## src/akas_pkg.sv

```systemverilog
// Shared constants and types for the acknowledgement and keep-alive supervisor.
// Holds operation and status codes, register indexes, reset values and the
// command and status structs passed between controller and datapath.
`default_nettype none

package akas_pkg;

   // Table depth default
   localparam int TABLE_SLOTS_DEFAULT = 16;

   // Field widths
   localparam int OP_W     = 3;
   localparam int SEQ_W    = 64;
   localparam int TIME_W   = 64;
   localparam int LIMIT_W  = 32;
   localparam int STATUS_W = 3;
   localparam int COUNT_W  = 5;
   localparam int CSR_IDX_W = 1;

   // Operation codes
   localparam logic [OP_W-1:0] OP_START = 3'd0;
   localparam logic [OP_W-1:0] OP_TICK  = 3'd1;
   localparam logic [OP_W-1:0] OP_SENT  = 3'd2;
   localparam logic [OP_W-1:0] OP_ACK   = 3'd3;
   localparam logic [OP_W-1:0] OP_KA    = 3'd4;

   // Status codes
   localparam logic [STATUS_W-1:0] ST_OK          = 3'd0;
   localparam logic [STATUS_W-1:0] ST_UNKNOWN_ACK = 3'd1;
   localparam logic [STATUS_W-1:0] ST_FULL        = 3'd2;
   localparam logic [STATUS_W-1:0] ST_ACK_TIMEOUT = 3'd3;
   localparam logic [STATUS_W-1:0] ST_KA_TIMEOUT  = 3'd4;
   localparam logic [STATUS_W-1:0] ST_DOWN        = 3'd5;

   // Register indexes
   localparam logic [CSR_IDX_W-1:0] REG_ACK_WAIT           = 1'd0;
   localparam logic [CSR_IDX_W-1:0] REG_KEEPALIVE_INTERVAL = 1'd1;

   // Register reset values
   localparam logic [LIMIT_W-1:0] ACK_WAIT_RESET           = 32'd100000000;
   localparam logic [LIMIT_W-1:0] KEEPALIVE_INTERVAL_RESET = 32'd50000000;

   // Controller to datapath commands
   typedef struct packed {
      logic capture;
      logic scan_start;
      logic finish;
   } akas_cmd_type;

   // Datapath to controller status
   typedef struct packed {
      logic link_down;
      logic scan_done;
   } akas_stat_type;

endpackage

`default_nettype wire

```

## src/akas_ctrl.sv

```systemverilog
// Controller for the supervisor: accepts a request, runs the table walk when
// the operation needs one and orders the final update. Depends on akas_pkg.
`default_nettype none

module akas_ctrl (
   input  wire logic                        clock,
   input  wire logic                        reset,
   input  wire logic                        start,
   output logic                             busy,
   input  wire logic [akas_pkg::OP_W-1:0]   req_operation,
   input  wire akas_pkg::akas_stat_type     stat,
   output akas_pkg::akas_cmd_type           cmd
);

   localparam logic [1:0] S_IDLE   = 2'd0;
   localparam logic [1:0] S_SCAN   = 2'd1;
   localparam logic [1:0] S_FINISH = 2'd2;

   logic [1:0] state_ff;
   logic [1:0] state_in;
   logic       accept;
   logic       needs_scan;

   // Hold off requests during reset and while one is in progress
   assign busy   = reset || (state_ff != S_IDLE);
   assign accept = start && !busy;

   // Decide whether the request walks the table
   always_comb begin
      needs_scan = 1'b0;
      case (req_operation) inside
         akas_pkg::OP_TICK, akas_pkg::OP_SENT, akas_pkg::OP_ACK: begin
            needs_scan = !stat.link_down;
         end
         default: begin
            needs_scan = 1'b0;
         end
      endcase
   end

   // Next state and commands
   always_comb begin
      state_in       = state_ff;
      cmd.capture    = 1'b0;
      cmd.scan_start = 1'b0;
      cmd.finish     = 1'b0;
      unique case (state_ff)
         S_IDLE: begin
            if (accept) begin
               cmd.capture    = 1'b1;
               cmd.scan_start = needs_scan;
               state_in       = needs_scan ? S_SCAN : S_FINISH;
            end
         end
         S_SCAN: begin
            if (stat.scan_done) begin
               state_in = S_FINISH;
            end
         end
         S_FINISH: begin
            cmd.finish = 1'b1;
            state_in   = S_IDLE;
         end
         default: begin
            state_in = S_IDLE;
         end
      endcase
   end

   // Hold state
   always_ff @(posedge clock) begin
      if (reset) begin
         state_ff <= S_IDLE;
      end else begin
         state_ff <= state_in;
      end
   end

endmodule

`default_nettype wire

```

## src/akas_datapath.sv

```systemverilog
// Datapath for the supervisor: entry table memory, valid bits, keep-alive
// times, configuration registers, table walk and result registers.
// Depends on akas_pkg.
`default_nettype none

module akas_datapath #(
   parameter int TABLE_SLOTS = akas_pkg::TABLE_SLOTS_DEFAULT
) (
   input  wire logic                             clock,
   input  wire logic                             reset,
   input  wire akas_pkg::akas_cmd_type           cmd,
   output akas_pkg::akas_stat_type               stat,
   input  wire logic [akas_pkg::OP_W-1:0]        req_operation,
   input  wire logic [akas_pkg::SEQ_W-1:0]       req_seq_number,
   input  wire logic [akas_pkg::TIME_W-1:0]      req_now_time,
   input  wire logic                             csr_write_enable,
   input  wire logic [akas_pkg::CSR_IDX_W-1:0]   csr_index,
   input  wire logic [akas_pkg::LIMIT_W-1:0]     csr_write_data,
   output logic                                  rsp_strobe,
   output logic [akas_pkg::STATUS_W-1:0]         rsp_status,
   output logic                                  rsp_send_keepalive,
   output logic [akas_pkg::COUNT_W-1:0]          rsp_pending_count
);

   localparam int IDX_W  = (TABLE_SLOTS > 1) ? $clog2(TABLE_SLOTS) : 1;
   localparam int FULL_W = $clog2(TABLE_SLOTS + 1);
   localparam int CNT_W  = (FULL_W > akas_pkg::COUNT_W) ? FULL_W : akas_pkg::COUNT_W;
   localparam logic [IDX_W-1:0] LAST_IDX = IDX_W'(TABLE_SLOTS - 1);

   localparam int TW = akas_pkg::TIME_W;
   localparam int LW = akas_pkg::LIMIT_W;

   // Age test without wrap: later than the record and the gap beyond the limit
   function automatic logic older_than(input logic [TW-1:0] now_t,
                                       input logic [TW-1:0] then_t,
                                       input logic [LW-1:0] limit);
      logic [TW:0] diff;
      diff = {1'b0, now_t} - {1'b0, then_t};
      return !diff[TW] &&
             ((diff[TW-1:LW] != '0) || (diff[LW-1:0] > limit));
   endfunction

   // Configuration registers
   logic [LW-1:0] ack_wait_ff;
   logic [LW-1:0] ka_interval_ff;

   // Captured request
   logic [akas_pkg::OP_W-1:0]  op_ff;
   logic [akas_pkg::SEQ_W-1:0] seq_ff;
   logic [TW-1:0]              now_ff;

   // Link state
   logic [TABLE_SLOTS-1:0] valid_ff;
   logic [CNT_W-1:0]       count_ff;
   logic [TW-1:0]          ka_recv_ff;
   logic [TW-1:0]          ka_sent_ff;
   logic                   link_down_ff;

   // Entry memory
   logic [akas_pkg::SEQ_W-1:0] mem_seq  [TABLE_SLOTS];
   logic [TW-1:0]              mem_time [TABLE_SLOTS];
   logic [akas_pkg::SEQ_W-1:0] rd_seq_ff;
   logic [TW-1:0]              rd_time_ff;
   logic                       mem_we;

   // Walk
   logic             scan_run_ff;
   logic [IDX_W-1:0] scan_addr_ff;
   logic             s1_valid_ff;
   logic [IDX_W-1:0] s1_idx_ff;
   logic             s1_entry_valid_ff;
   logic             qualify;
   logic             hit_ff;
   logic [IDX_W-1:0] hit_idx_ff;

   // Response registers
   logic                          rsp_strobe_ff;
   logic [akas_pkg::STATUS_W-1:0] rsp_status_ff;
   logic                          rsp_ka_ff;
   logic                          ka_recv_late;
   logic                          ka_send_due;

   assign stat.link_down = link_down_ff;
   assign stat.scan_done = s1_valid_ff && (s1_idx_ff == LAST_IDX);

   assign rsp_strobe         = rsp_strobe_ff;
   assign rsp_status         = rsp_status_ff;
   assign rsp_send_keepalive = rsp_ka_ff;
   assign rsp_pending_count  = count_ff[akas_pkg::COUNT_W-1:0];

   // Write configuration registers
   always_ff @(posedge clock) begin
      if (reset) begin
         ack_wait_ff    <= akas_pkg::ACK_WAIT_RESET;
         ka_interval_ff <= akas_pkg::KEEPALIVE_INTERVAL_RESET;
      end else if (csr_write_enable) begin
         unique case (csr_index)
            akas_pkg::REG_ACK_WAIT:           ack_wait_ff    <= csr_write_data;
            akas_pkg::REG_KEEPALIVE_INTERVAL: ka_interval_ff <= csr_write_data;
            default: begin
            end
         endcase
      end
   end

   // Capture the request
   always_ff @(posedge clock) begin
      if (cmd.capture) begin
         op_ff  <= req_operation;
         seq_ff <= req_seq_number;
         now_ff <= req_now_time;
      end
   end

   // Store a new entry and read the walked one
   assign mem_we = cmd.finish && !link_down_ff && (op_ff == akas_pkg::OP_SENT) && hit_ff;

   always_ff @(posedge clock) begin
      if (mem_we) begin
         mem_seq[hit_idx_ff]  <= seq_ff;
         mem_time[hit_idx_ff] <= now_ff;
      end
      rd_seq_ff  <= mem_seq[scan_addr_ff];
      rd_time_ff <= mem_time[scan_addr_ff];
   end

   // Advance the walk address
   always_ff @(posedge clock) begin
      if (reset) begin
         scan_run_ff <= 1'b0;
         s1_valid_ff <= 1'b0;
      end else begin
         if (cmd.scan_start) begin
            scan_run_ff <= 1'b1;
         end else if (scan_run_ff && (scan_addr_ff == LAST_IDX)) begin
            scan_run_ff <= 1'b0;
         end
         s1_valid_ff <= scan_run_ff;
      end
   end

   always_ff @(posedge clock) begin
      if (cmd.scan_start) begin
         scan_addr_ff <= '0;
      end else if (scan_run_ff) begin
         scan_addr_ff <= scan_addr_ff + IDX_W'(1);
      end
      s1_idx_ff         <= scan_addr_ff;
      s1_entry_valid_ff <= valid_ff[scan_addr_ff];
   end

   // Test the walked entry against the request
   always_comb begin
      qualify = 1'b0;
      case (op_ff)
         akas_pkg::OP_TICK: begin
            qualify = s1_entry_valid_ff && older_than(now_ff, rd_time_ff, ack_wait_ff);
         end
         akas_pkg::OP_SENT: begin
            qualify = !s1_entry_valid_ff;
         end
         akas_pkg::OP_ACK: begin
            qualify = s1_entry_valid_ff && (rd_seq_ff == seq_ff);
         end
         default: begin
            qualify = 1'b0;
         end
      endcase
   end

   // Keep the lowest qualifying slot
   always_ff @(posedge clock) begin
      if (reset || cmd.scan_start) begin
         hit_ff <= 1'b0;
      end else if (s1_valid_ff && qualify && !hit_ff) begin
         hit_ff <= 1'b1;
      end
      if (s1_valid_ff && qualify && !hit_ff) begin
         hit_idx_ff <= s1_idx_ff;
      end
   end

   assign ka_recv_late = older_than(now_ff, ka_recv_ff, ack_wait_ff);
   assign ka_send_due  = older_than(now_ff, ka_sent_ff, ka_interval_ff);

   // Apply the request and register the response
   always_ff @(posedge clock) begin
      if (reset) begin
         valid_ff      <= '0;
         count_ff      <= '0;
         ka_recv_ff    <= '0;
         ka_sent_ff    <= '0;
         link_down_ff  <= 1'b1;
         rsp_strobe_ff <= 1'b0;
         rsp_status_ff <= akas_pkg::ST_OK;
         rsp_ka_ff     <= 1'b0;
      end else begin
         rsp_strobe_ff <= cmd.finish;
         if (cmd.finish) begin
            rsp_status_ff <= akas_pkg::ST_OK;
            rsp_ka_ff     <= 1'b0;
            if (op_ff == akas_pkg::OP_START) begin
               valid_ff     <= '0;
               count_ff     <= '0;
               ka_recv_ff   <= now_ff;
               ka_sent_ff   <= now_ff;
               link_down_ff <= 1'b0;
            end else if (link_down_ff) begin
               rsp_status_ff <= akas_pkg::ST_DOWN;
            end else begin
               case (op_ff)
                  akas_pkg::OP_TICK: begin
                     if (hit_ff) begin
                        rsp_status_ff <= akas_pkg::ST_ACK_TIMEOUT;
                        link_down_ff  <= 1'b1;
                     end else if (ka_recv_late) begin
                        rsp_status_ff <= akas_pkg::ST_KA_TIMEOUT;
                        link_down_ff  <= 1'b1;
                     end else if (ka_send_due) begin
                        rsp_ka_ff  <= 1'b1;
                        ka_sent_ff <= now_ff;
                     end
                  end
                  akas_pkg::OP_SENT: begin
                     if (hit_ff) begin
                        valid_ff[hit_idx_ff] <= 1'b1;
                        count_ff             <= count_ff + CNT_W'(1);
                     end else begin
                        rsp_status_ff <= akas_pkg::ST_FULL;
                        link_down_ff  <= 1'b1;
                     end
                  end
                  akas_pkg::OP_ACK: begin
                     if (hit_ff) begin
                        valid_ff[hit_idx_ff] <= 1'b0;
                        count_ff             <= count_ff - CNT_W'(1);
                     end else begin
                        rsp_status_ff <= akas_pkg::ST_UNKNOWN_ACK;
                        link_down_ff  <= 1'b1;
                     end
                  end
                  akas_pkg::OP_KA: begin
                     ka_recv_ff <= now_ff;
                  end
                  default: begin
                  end
               endcase
            end
         end
      end
   end

endmodule

`default_nettype wire

```

## src/ack_and_keepalive_supervisor_top.sv

```systemverilog
// Top level of the acknowledgement and keep-alive supervisor.
// Joins akas_ctrl and akas_datapath; depends on akas_pkg.
//
// Usage:
//   Request: drive req_operation, req_seq_number and req_now_time and raise
//   start; the request is taken at the clock edge where start is high and
//   busy is low. busy stays high until the request is finished.
//   Response: rsp_strobe is high for one cycle with rsp_status,
//   rsp_send_keepalive and rsp_pending_count. The receiver cannot stall it
//   and must take it in that cycle.
//   Timing: tick, message sent and ack requests on an up link walk the entry
//   table one slot per cycle through the single memory read port before the
//   response cycle; a new request may be taken in that response cycle.
//   Start, keep-alive, unused codes and any request on a down link skip the
//   walk.
//   Configuration: csr_write_enable writes csr_write_data to register
//   csr_index (0 ack wait, 1 keep-alive interval) at once; write only while
//   idle.
//   Reset: synchronous; the link comes up down, the table empty, the
//   registers at their reset values. No clearing pass is needed.
`default_nettype none

module ack_and_keepalive_supervisor_top #(
   parameter int TABLE_SLOTS = akas_pkg::TABLE_SLOTS_DEFAULT
) (
   input  wire logic                             clock,
   input  wire logic                             reset,
   input  wire logic                             start,
   output logic                                  busy,
   input  wire logic [akas_pkg::OP_W-1:0]        req_operation,
   input  wire logic [akas_pkg::SEQ_W-1:0]       req_seq_number,
   input  wire logic [akas_pkg::TIME_W-1:0]      req_now_time,
   output logic                                  rsp_strobe,
   output logic [akas_pkg::STATUS_W-1:0]         rsp_status,
   output logic                                  rsp_send_keepalive,
   output logic [akas_pkg::COUNT_W-1:0]          rsp_pending_count,
   input  wire logic                             csr_write_enable,
   input  wire logic [akas_pkg::CSR_IDX_W-1:0]   csr_index,
   input  wire logic [akas_pkg::LIMIT_W-1:0]     csr_write_data
);

   akas_pkg::akas_cmd_type  cmd;
   akas_pkg::akas_stat_type stat;

   // Sequence each request
   akas_ctrl u_ctrl (
      .clock         (clock),
      .reset         (reset),
      .start         (start),
      .busy          (busy),
      .req_operation (req_operation),
      .stat          (stat),
      .cmd           (cmd)
   );

   // Hold the table and link state
   akas_datapath #(
      .TABLE_SLOTS (TABLE_SLOTS)
   ) u_datapath (
      .clock              (clock),
      .reset              (reset),
      .cmd                (cmd),
      .stat               (stat),
      .req_operation      (req_operation),
      .req_seq_number     (req_seq_number),
      .req_now_time       (req_now_time),
      .csr_write_enable   (csr_write_enable),
      .csr_index          (csr_index),
      .csr_write_data     (csr_write_data),
      .rsp_strobe         (rsp_strobe),
      .rsp_status         (rsp_status),
      .rsp_send_keepalive (rsp_send_keepalive),
      .rsp_pending_count  (rsp_pending_count)
   );

endmodule

`default_nettype wire

```

## config.mk

```make
export PLATFORM = sky130hd
export DESIGN_NAME = ack_and_keepalive_supervisor_top
export DESIGN_NICKNAME = d
export VERILOG_FILES = /design/src/akas_pkg.sv /design/src/akas_ctrl.sv /design/src/akas_datapath.sv /design/src/ack_and_keepalive_supervisor_top.sv
export SDC_FILE = /design/constraint.sdc
export NUM_CORES = 2
export LEC_CHECK = 0
export ABC_AREA = 1
export BUFFER_PORTS_ARGS = -buffer_cell sky130_fd_sc_hd__buf_2
export CAP_MARGIN = 15
export CORE_UTILIZATION = 30
export CTS_CLUSTER_DIAMETER = 120
export DETAILED_ROUTE_END_ITERATION = 12
export PLACE_DENSITY = 0.5
export SKIP_CTS_REPAIR_TIMING = 1
export SYNTH_ARGS = -nofsm -noshare
export SYNTH_HDL_FRONTEND = slang
export SYNTH_HIERARCHICAL = 1
export SYNTH_SLANG_ARGS = --single-unit
```

## constraint.sdc

```tcl
create_clock -name clock -period 26.1 [get_ports clock]
set_input_delay 5.22 -clock clock [delete_from_list [all_inputs] [get_ports clock]]
set_output_delay 5.22 -clock clock [all_outputs]
set_load 0.01 [all_outputs]
```

======== Word level (Yosys, flattened, before mapping) ========
Memory sizes are Yosys's and may differ from the RTL's. A register that Yosys moved wholly into a read port is not among the register bits.
Cells that the tools add are included.
Widths: inputs -> output; s select.
word-level totals
  flip-flop bits (word level) ............. 368
  bits in latches ......................... 0
  bits in writable memories ............... 2048
  ROM bits ................................ 0
  input bits .............................. 168
  output and inout bits ................... 11
  memories ................................ 2
cells by class
  add/sub/neg operators ................... 6
  multipliers ............................. 0
  div/mod/pow operators ................... 0
  order comparisons ....................... 6
  eq/ne operators ......................... 19
  shift-type cells ........................ 0
  mux-type cells .......................... 55
  bitwise operators ....................... 4
  reductions and logical operators ........ 45
memory list
  memory               words  bits a word  read ports  clocked after Yosys merged registers in  write ports  line                 text
  u_datapath.mem_seq   16     64           1           1                                        1            akas_datapath.sv:60  logic [akas_pkg::SEQ_W-1:0] mem_seq [TABLE_SLOTS];
  u_datapath.mem_time  16     64           1           1                                        1            akas_datapath.sv:61  logic [TW-1:0] mem_time [TABLE_SLOTS];
operators with widths
  kind                number
  $mux 64             9
  $sub 64x64->65      3
  $gt 32x32->1        3
  $reduce_bool 32->1  3
  $eq 64x64->1        1
  $mux 16             4
  $pmux 16 s2         1
  $mux 1              20
  $mux 5              4
  $and 16x16->16      1
  $not 16->16         1
  $or 16x16->16       1
  $logic_and 1x1->1   14
  $eq 3x2->1 const B  4
  $mux 2              6
  $mux 3              4
  $lt 4x5->1 const B  2
  $pmux 5 s2          1
  $reduce_bool 2->1   5
  $pmux 3 s3          1
  $eq 4x4->1 const B  2
  $ne 2x2->1 const B  4
  $logic_not 1->1     7
  $eq 3x1->1 const B  2
  26 further kinds    32

======== Depth between registers and ports, before layout ========
  depth after elaboration ................. 10
  depth in mapped cells ................... 34
  depth with buffers taken out ............ 34

======== Hierarchy ========
The synthesis kept the hierarchy.
by module, submodules not included
  module         instances  cells an instance  area each (um2)  sequential area each (um2)
  akas_datapath  1          10938              114667.5         72739.8
  akas_ctrl      1          24                 148.9            40.0

======== Worst setup path before layout ========
No wires, ideal clock.
  kind .................................... flip-flop to flip-flop
  from .................................... register u_ctrl.state_ff[1]
  to ...................................... memory u_datapath/mem_seq[10][0] (netlist bit) (enable)
  arrival ................................. 10.393 ns
  required time ........................... 25.328 ns
  path slack .............................. 14.935 ns
  stages on the path, launching flop included .. 8
  clock period less this slack ............ 11.165 ns
  cell sequence ........................... dfxtp_1 -> inv_1 -> nor2_1 -> clkinv_1 -> nor4_1 -> nand2_1 -> clkbuf_1 -> nor3_1
RTL lines
  what                      line                 text
  start: declaration        akas_ctrl.sv:19      logic [1:0] state_ff;
  start signal: assignment  akas_ctrl.sv:75      state_ff <= state_in;
  end: declaration          akas_datapath.sv:60

======== Worst setup path after layout ========
  from .................................... input port reset
  to ...................................... output port busy
on the way
  cells in the longest elaborated chain, start to end .. 1
RTL lines
  what                line                                    text
  start: declaration  ack_and_keepalive_supervisor_top.sv:27  input wire logic reset,
  $logic_or 1x1->1    akas_ctrl.sv:25                         assign busy = reset || (state_ff != S_IDLE);
  end: declaration    ack_and_keepalive_supervisor_top.sv:29  output logic busy,
Every way passes these cells.

==> results_tabular.tex <==
\begin{tabular}{lr}
\hline
Metric & Value \\
\hline
\multicolumn{2}{l}{\textbf{Status}} \\
\quad Result of the run & finished, final reports clean \\
\multicolumn{2}{l}{\textbf{Power and ir drop}} \\
\quad Sw frac & 26.0\% \\
\quad Static leakage & 48.1 nW \\
\quad Internal cell power & 7.19 mW \\
\quad Relative contribution of combinational cells to total power & 12.0\% \\
\quad Cell Pwr Density & 74.1 nW/um2 \\
\quad IR drop worst, VDD & 0.0000489 V \\
\quad Share of total power in the clock network & 41.4\% \\
\quad Switching power total & 2.52 mW \\
\quad Portion of total power attributed to sequential cells & 46.5\% \\
\multicolumn{2}{l}{\textbf{Clock network}} \\
\quad TritonCTS clock tree & yes \\
\quad Buffer type at the clock tree root & sky130\_fd\_sc\_hd\_\_clkbuf\_16 \\
\quad TritonCTS sink count & 2,544 \\
\quad Insertion delay to the later sink of the worst-skew pair & 0.93 ns \\
\quad Cts bufs inserted & 293 \\
\quad Largest buffer count on any clock path & 4 \\
\quad H-tree lvl count & 5 \\
\quad Clock-pin slew on the worst setup and hold paths & 0.06 ns \\
\multicolumn{2}{l}{\textbf{Setup path}} \\
\quad Startpoint of the worst register-to-register path & u\_datapath/now\_ff[0]\$\_DFFE\_PP\_ \\
\quad Data required time of the worst path & 20.88 ns \\
\quad Critical-path cell with the highest stage delay & sky130\_fd\_sc\_hd\_\_buf\_2 \\
\quad Internal reg-to-reg setup slack & 18.89 ns \\
\quad Critical path class & input port to output pin \\
\quad Maximum cell stage delay along the critical path & 0.28 ns \\
\quad Most repeated library cell on the critical path & sky130\_fd\_sc\_hd\_\_buf\_2 \\
\quad Data arrival, critical path & 5.84 ns \\
\quad Crit-path cells & buf\_2 > inv\_1 > nand2\_1 > buf\_2 \\
\quad Endpoint kind of the worst setup timing path & output pin \\
\quad RR Endpoint & u\_datapath/ka\_sent\_ff[39]\$\_SDFFE\_PP0P\_ \\
\quad Critical path fanouts, max & 12 \\
\quad Worst Reg2Reg Path Length in Cells & 30 \\
\quad Startpoint types & input port \\
\multicolumn{2}{l}{\textbf{Yosys}} \\
\quad Most common flop cell mapped by yosys & sky130\_fd\_sc\_hd\_\_edfxtp\_1 \\
\quad Share of synthesized flip-flops with an asynchronous set or reset & 0\% \\
\quad Netlist cell types & 50 \\
\quad Cell area after synthesis & 115,000 um2 \\
\quad Syn nets & 11,426 \\
\quad Per-instance average area after synthesis & 10.5 um2 \\
\quad Seq cells post-synth & 2,544 \\
\quad Number of enable flip-flop cells after synthesis & 2,183 \\
\quad Sequential area share after synthesis & 63.4\% \\
\quad Number of instances in the synthesized netlist & 10,962 \\
\quad Yosys warns & 6 \\
\multicolumn{2}{l}{\textbf{Floorplanning}} \\
\quad Die area & 385,000 um2 \\
\quad Number of ports placed on the die boundary & 179 \\
\quad Floorplan row count & 226 \\
\quad Die span in x & 621 um \\
\quad Placeable Area & 380,000 um2 \\
\quad Chip Height & 621 um \\
\quad Starting Density & 30.2\% \\
\multicolumn{2}{l}{\textbf{Placed design}} \\
\quad HPWL after DPL & 209,000 um \\
\quad Final weighted congestion in routability-driven placement & 0.935 \\
\quad Total cell area at the placement stage & 122,000 um2 \\
\quad Number of buffers inserted by port buffering & 178 \\
\multicolumn{2}{l}{\textbf{Detailed routing}} \\
\quad Routed len/inst & 21.2 um \\
\quad Drt pass-1 iters & 6 \\
\quad Avg Vias per Cell & 4.88 \\
\quad Routed Wire Length & 347,000 um \\
\quad DRC marker count from the first detailed-route iteration & 6,641 \\
\quad Detail Route Antenna Nets & 0 \\
\quad Total via count after detailed routing & 79,945 \\
\quad Residual DRC count & 0 \\
\multicolumn{2}{l}{\textbf{Final layout}} \\
\quad Final design instance area without fill & 131,000 um2 \\
\quad Fraction of layout cells with a size suffix above 1 & 7.30\% \\
\quad Post-layout net count & 11,585 \\
\quad Relative area change from synthesis to final layout & 14.2\% \\
\multicolumn{2}{l}{\textbf{Global routing}} \\
\quad Largest net degree at the start of global routing & 205 \\
\quad Antenna violations before repair & 21 \\
\quad Total overflow reported by the global router & 0 \\
\quad Wire length of the first global-routing pass & 509,000 um \\
\quad Via count of the first global-routing pass & 76,277 \\
\quad Total global routing track utilization & 17.6\% \\
\multicolumn{2}{l}{\textbf{Job}} \\
\quad Number of max-cap violations & 0 \\
\multicolumn{2}{l}{\textbf{Timing}} \\
\quad Max-Slew Margin vs Limit & 24.0\% \\
\quad RSZ-0062 raised after global routing & false \\
\quad Top achievable clock speed & 90.4 MHz \\
\quad Final number of hold-violating endpoints & 0 \\
\quad Post-route clock skew & 0.0757 ns \\
\quad Final period demand of the worst path & 11.06 ns \\
\quad Setup violators final & 0 \\
\quad Slew at the pin with the worst max-slew slack & 1.14 ns \\
\quad Setup tns final & 0 ns \\
\quad Post-route clock period utilization & 42.4\% \\
\quad Final Max Tran Viols & 0 \\
\multicolumn{2}{l}{\textbf{Hold path}} \\
\quad Hold Path Sink & u\_datapath/hit\_idx\_ff[1]\$\_DFFE\_PP\_ \\
\quad Class of the tightest hold or removal check & flop to flop \\
\quad Beginning of the worst hold path & u\_datapath/s1\_idx\_ff[1]\$\_DFF\_P\_ \\
\quad Hold path cells & 0 \\
\hline
\end{tabular}
stage by stage:
step / utilization, % / power [mW] / setup WS, ns / hold slack (ns) / cells
2_1_floorplan: - / 5.37 / 14.94 / 0.329 / 10962
4_1_cts: 34.5 / 9.83 / 15.01 / 0.428 / 16377
3_3_place_gp: 32.0 / 5.77 / 15.00 / 0.416 / 15841
3_5_place_dp: 32.0 / 5.77 / 15.01 / 0.414 / 15841
5_1_grt: 34.5 / 10.1 / 14.98 / 0.436 / 16379
6_report: 34.5 / 9.71 / 15.04 / 0.427 / 16388
worst max-delay path by stage:
stage | from | end | slack [ns] | depth (start not counted)
6_report | reset | busy | 15.04 | 4
5_1_grt | reset | busy | 14.98 | 4
4_1_cts | reset | busy | 15.01 | 4
3_5_place_dp | reset | busy | 15.01 | 4
3_3_place_gp | reset | busy | 15.00 | 4
2_1_floorplan | u_ctrl/state_ff[1]$_SDFFE_PP0P_ | u_datapath/mem_seq[10][0]$_DFFE_PP_ | 14.94 | 7
worst max-delay path: cells and delay by family:
family	cells	cell delay, ns
buffers and inverters	3	0.54
AND/OR/NAND/NOR	1	0.08
power by group through the flow:
stage	clock network (mW)	registers (mW)	logic (mW)
6_report	4.03	4.52	1.17
5_1_grt	4.27	4.53	1.30
4_1_cts	4.13	4.52	1.17
2_1_floorplan	0	4.59	0.778
3_3_place_gp	0	4.61	1.17
3_5_place_dp	0	4.61	1.17
sequential cells by signal, summed over array words and instances (netlist names), 5 cells and up:
signal	count
u_datapath/mem_seq	1024
u_datapath/mem_time	1024
u_datapath/ka_recv_ff	64
u_datapath/ka_sent_ff	64
u_datapath/now_ff	64
u_datapath/rd_seq_ff	64
u_datapath/rd_time_ff	64
u_datapath/seq_ff	64
u_datapath/ack_wait_ff	32
u_datapath/ka_interval_ff	32
u_datapath/valid_ff	16
u_datapath/rsp_pending_count	5
cells in the mapped netlist (2+ instances only):
library cell | number | share of area (%)
sky130_fd_sc_hd__inv_1 | 1128 | 3.7
sky130_fd_sc_hd__nand2_1 | 1955 | 6.4
sky130_fd_sc_hd__nand3_1 | 446 | 1.9
sky130_fd_sc_hd__and3_1 | 2 | 0.011
sky130_fd_sc_hd__nor2_2 | 9 | 0.049
sky130_fd_sc_hd__ha_1 | 292 | 3.2
sky130_fd_sc_hd__o32ai_1 | 317 | 2.4
sky130_fd_sc_hd__fa_1 | 4 | 0.070
sky130_fd_sc_hd__buf_4 | 2 | 0.013
sky130_fd_sc_hd__a21boi_0 | 2 | 0.013
sky130_fd_sc_hd__o21a_1 | 4 | 0.026
sky130_fd_sc_hd__buf_6 | 13 | 0.13
sky130_fd_sc_hd__a21oi_1 | 439 | 1.9
sky130_fd_sc_hd__a311oi_1 | 16 | 0.12
sky130_fd_sc_hd__nor3_2 | 2 | 0.017
sky130_fd_sc_hd__edfxtp_1 | 2183 | 57
sky130_fd_sc_hd__a21o_1 | 3 | 0.020
sky130_fd_sc_hd__inv_2 | 18 | 0.059
sky130_fd_sc_hd__buf_1 | 34 | 0.11
sky130_fd_sc_hd__nand4_1 | 65 | 0.35
sky130_fd_sc_hd__dfxtp_1 | 361 | 6.3
sky130_fd_sc_hd__clkinv_1 | 8 | 0.026
sky130_fd_sc_hd__o211ai_1 | 87 | 0.57
sky130_fd_sc_hd__o21ai_0 | 730 | 3.2
sky130_fd_sc_hd__mux2i_1 | 199 | 1.7
sky130_fd_sc_hd__xnor2_1 | 49 | 0.37
sky130_fd_sc_hd__and2_1 | 3 | 0.016
sky130_fd_sc_hd__o221ai_1 | 200 | 1.5
sky130_fd_sc_hd__o2111ai_1 | 6 | 0.046
sky130_fd_sc_hd__nor2_1 | 1699 | 5.6
sky130_fd_sc_hd__nor4_1 | 18 | 0.098
sky130_fd_sc_hd__or2_2 | 6 | 0.033
sky130_fd_sc_hd__a31oi_1 | 4 | 0.022
sky130_fd_sc_hd__xor2_1 | 101 | 0.77
sky130_fd_sc_hd__o21bai_1 | 37 | 0.24
sky130_fd_sc_hd__clkbuf_1 | 429 | 1.4
sky130_fd_sc_hd__nand3b_1 | 24 | 0.16
sky130_fd_sc_hd__nor3_1 | 55 | 0.24
per-layer routing:
layer	vias up	GRT usage (%)	wire length [um]
met3	499	1.76	15200
met5	-	0	41
met1	39060	25.0	164000
li1	38515	-	-
met2	1865	28.5	159000
met4	6	4.74	8970
layout make-up:
type	instances	area, um2
multi-input combinational	6786	35900
clock buffer	406	8210
clock inverter	130	1190
timing repair buffer	342	2330
sequential	2544	72800
fill	38269	249000
inverter	1154	4370
antenna	10	25.0
tap	5016	6280
cell usage in the layout (no fill, tap or decap), types with 16 or more instances in the layout:
cell / instances
sky130_fd_sc_hd__ha_1: 292
sky130_fd_sc_hd__o221ai_1: 200
sky130_fd_sc_hd__buf_2: 178
sky130_fd_sc_hd__xnor2_1: 49
sky130_fd_sc_hd__o211ai_1: 87
sky130_fd_sc_hd__edfxtp_1: 2183
sky130_fd_sc_hd__o21ai_0: 730
sky130_fd_sc_hd__xor2_1: 101
sky130_fd_sc_hd__nand4_1: 65
sky130_fd_sc_hd__clkbuf_8: 26
sky130_fd_sc_hd__nor2_1: 1694
sky130_fd_sc_hd__buf_4: 148
sky130_fd_sc_hd__nand3b_1: 24
sky130_fd_sc_hd__clkbuf_16: 302
sky130_fd_sc_hd__clkinv_1: 48
sky130_fd_sc_hd__clkinv_2: 37
sky130_fd_sc_hd__clkbuf_1: 77
sky130_fd_sc_hd__nor3_1: 39
sky130_fd_sc_hd__mux2i_1: 199
sky130_fd_sc_hd__a311oi_1: 16
sky130_fd_sc_hd__inv_2: 17
sky130_fd_sc_hd__nand2_1: 1955
sky130_fd_sc_hd__a21oi_1: 439
sky130_fd_sc_hd__o21bai_1: 37
sky130_fd_sc_hd__dfxtp_1: 358
sky130_fd_sc_hd__inv_6: 16
sky130_fd_sc_hd__nand3_1: 446
sky130_fd_sc_hd__nor3_2: 18
sky130_fd_sc_hd__o32ai_1: 317
sky130_fd_sc_hd__inv_1: 1125
sky130_fd_sc_hd__nor4_1: 18
cells by family after synthesis:
logic type	share of synthesized area (%)
fa+ha+maj	3.25
mux	1.73
buf+inv	5.43
compound gates	10.2
xor+xnor	1.14
simple gates	14.9
flops	63.4
No activity file was read; power rests on OpenSTA's default activity.
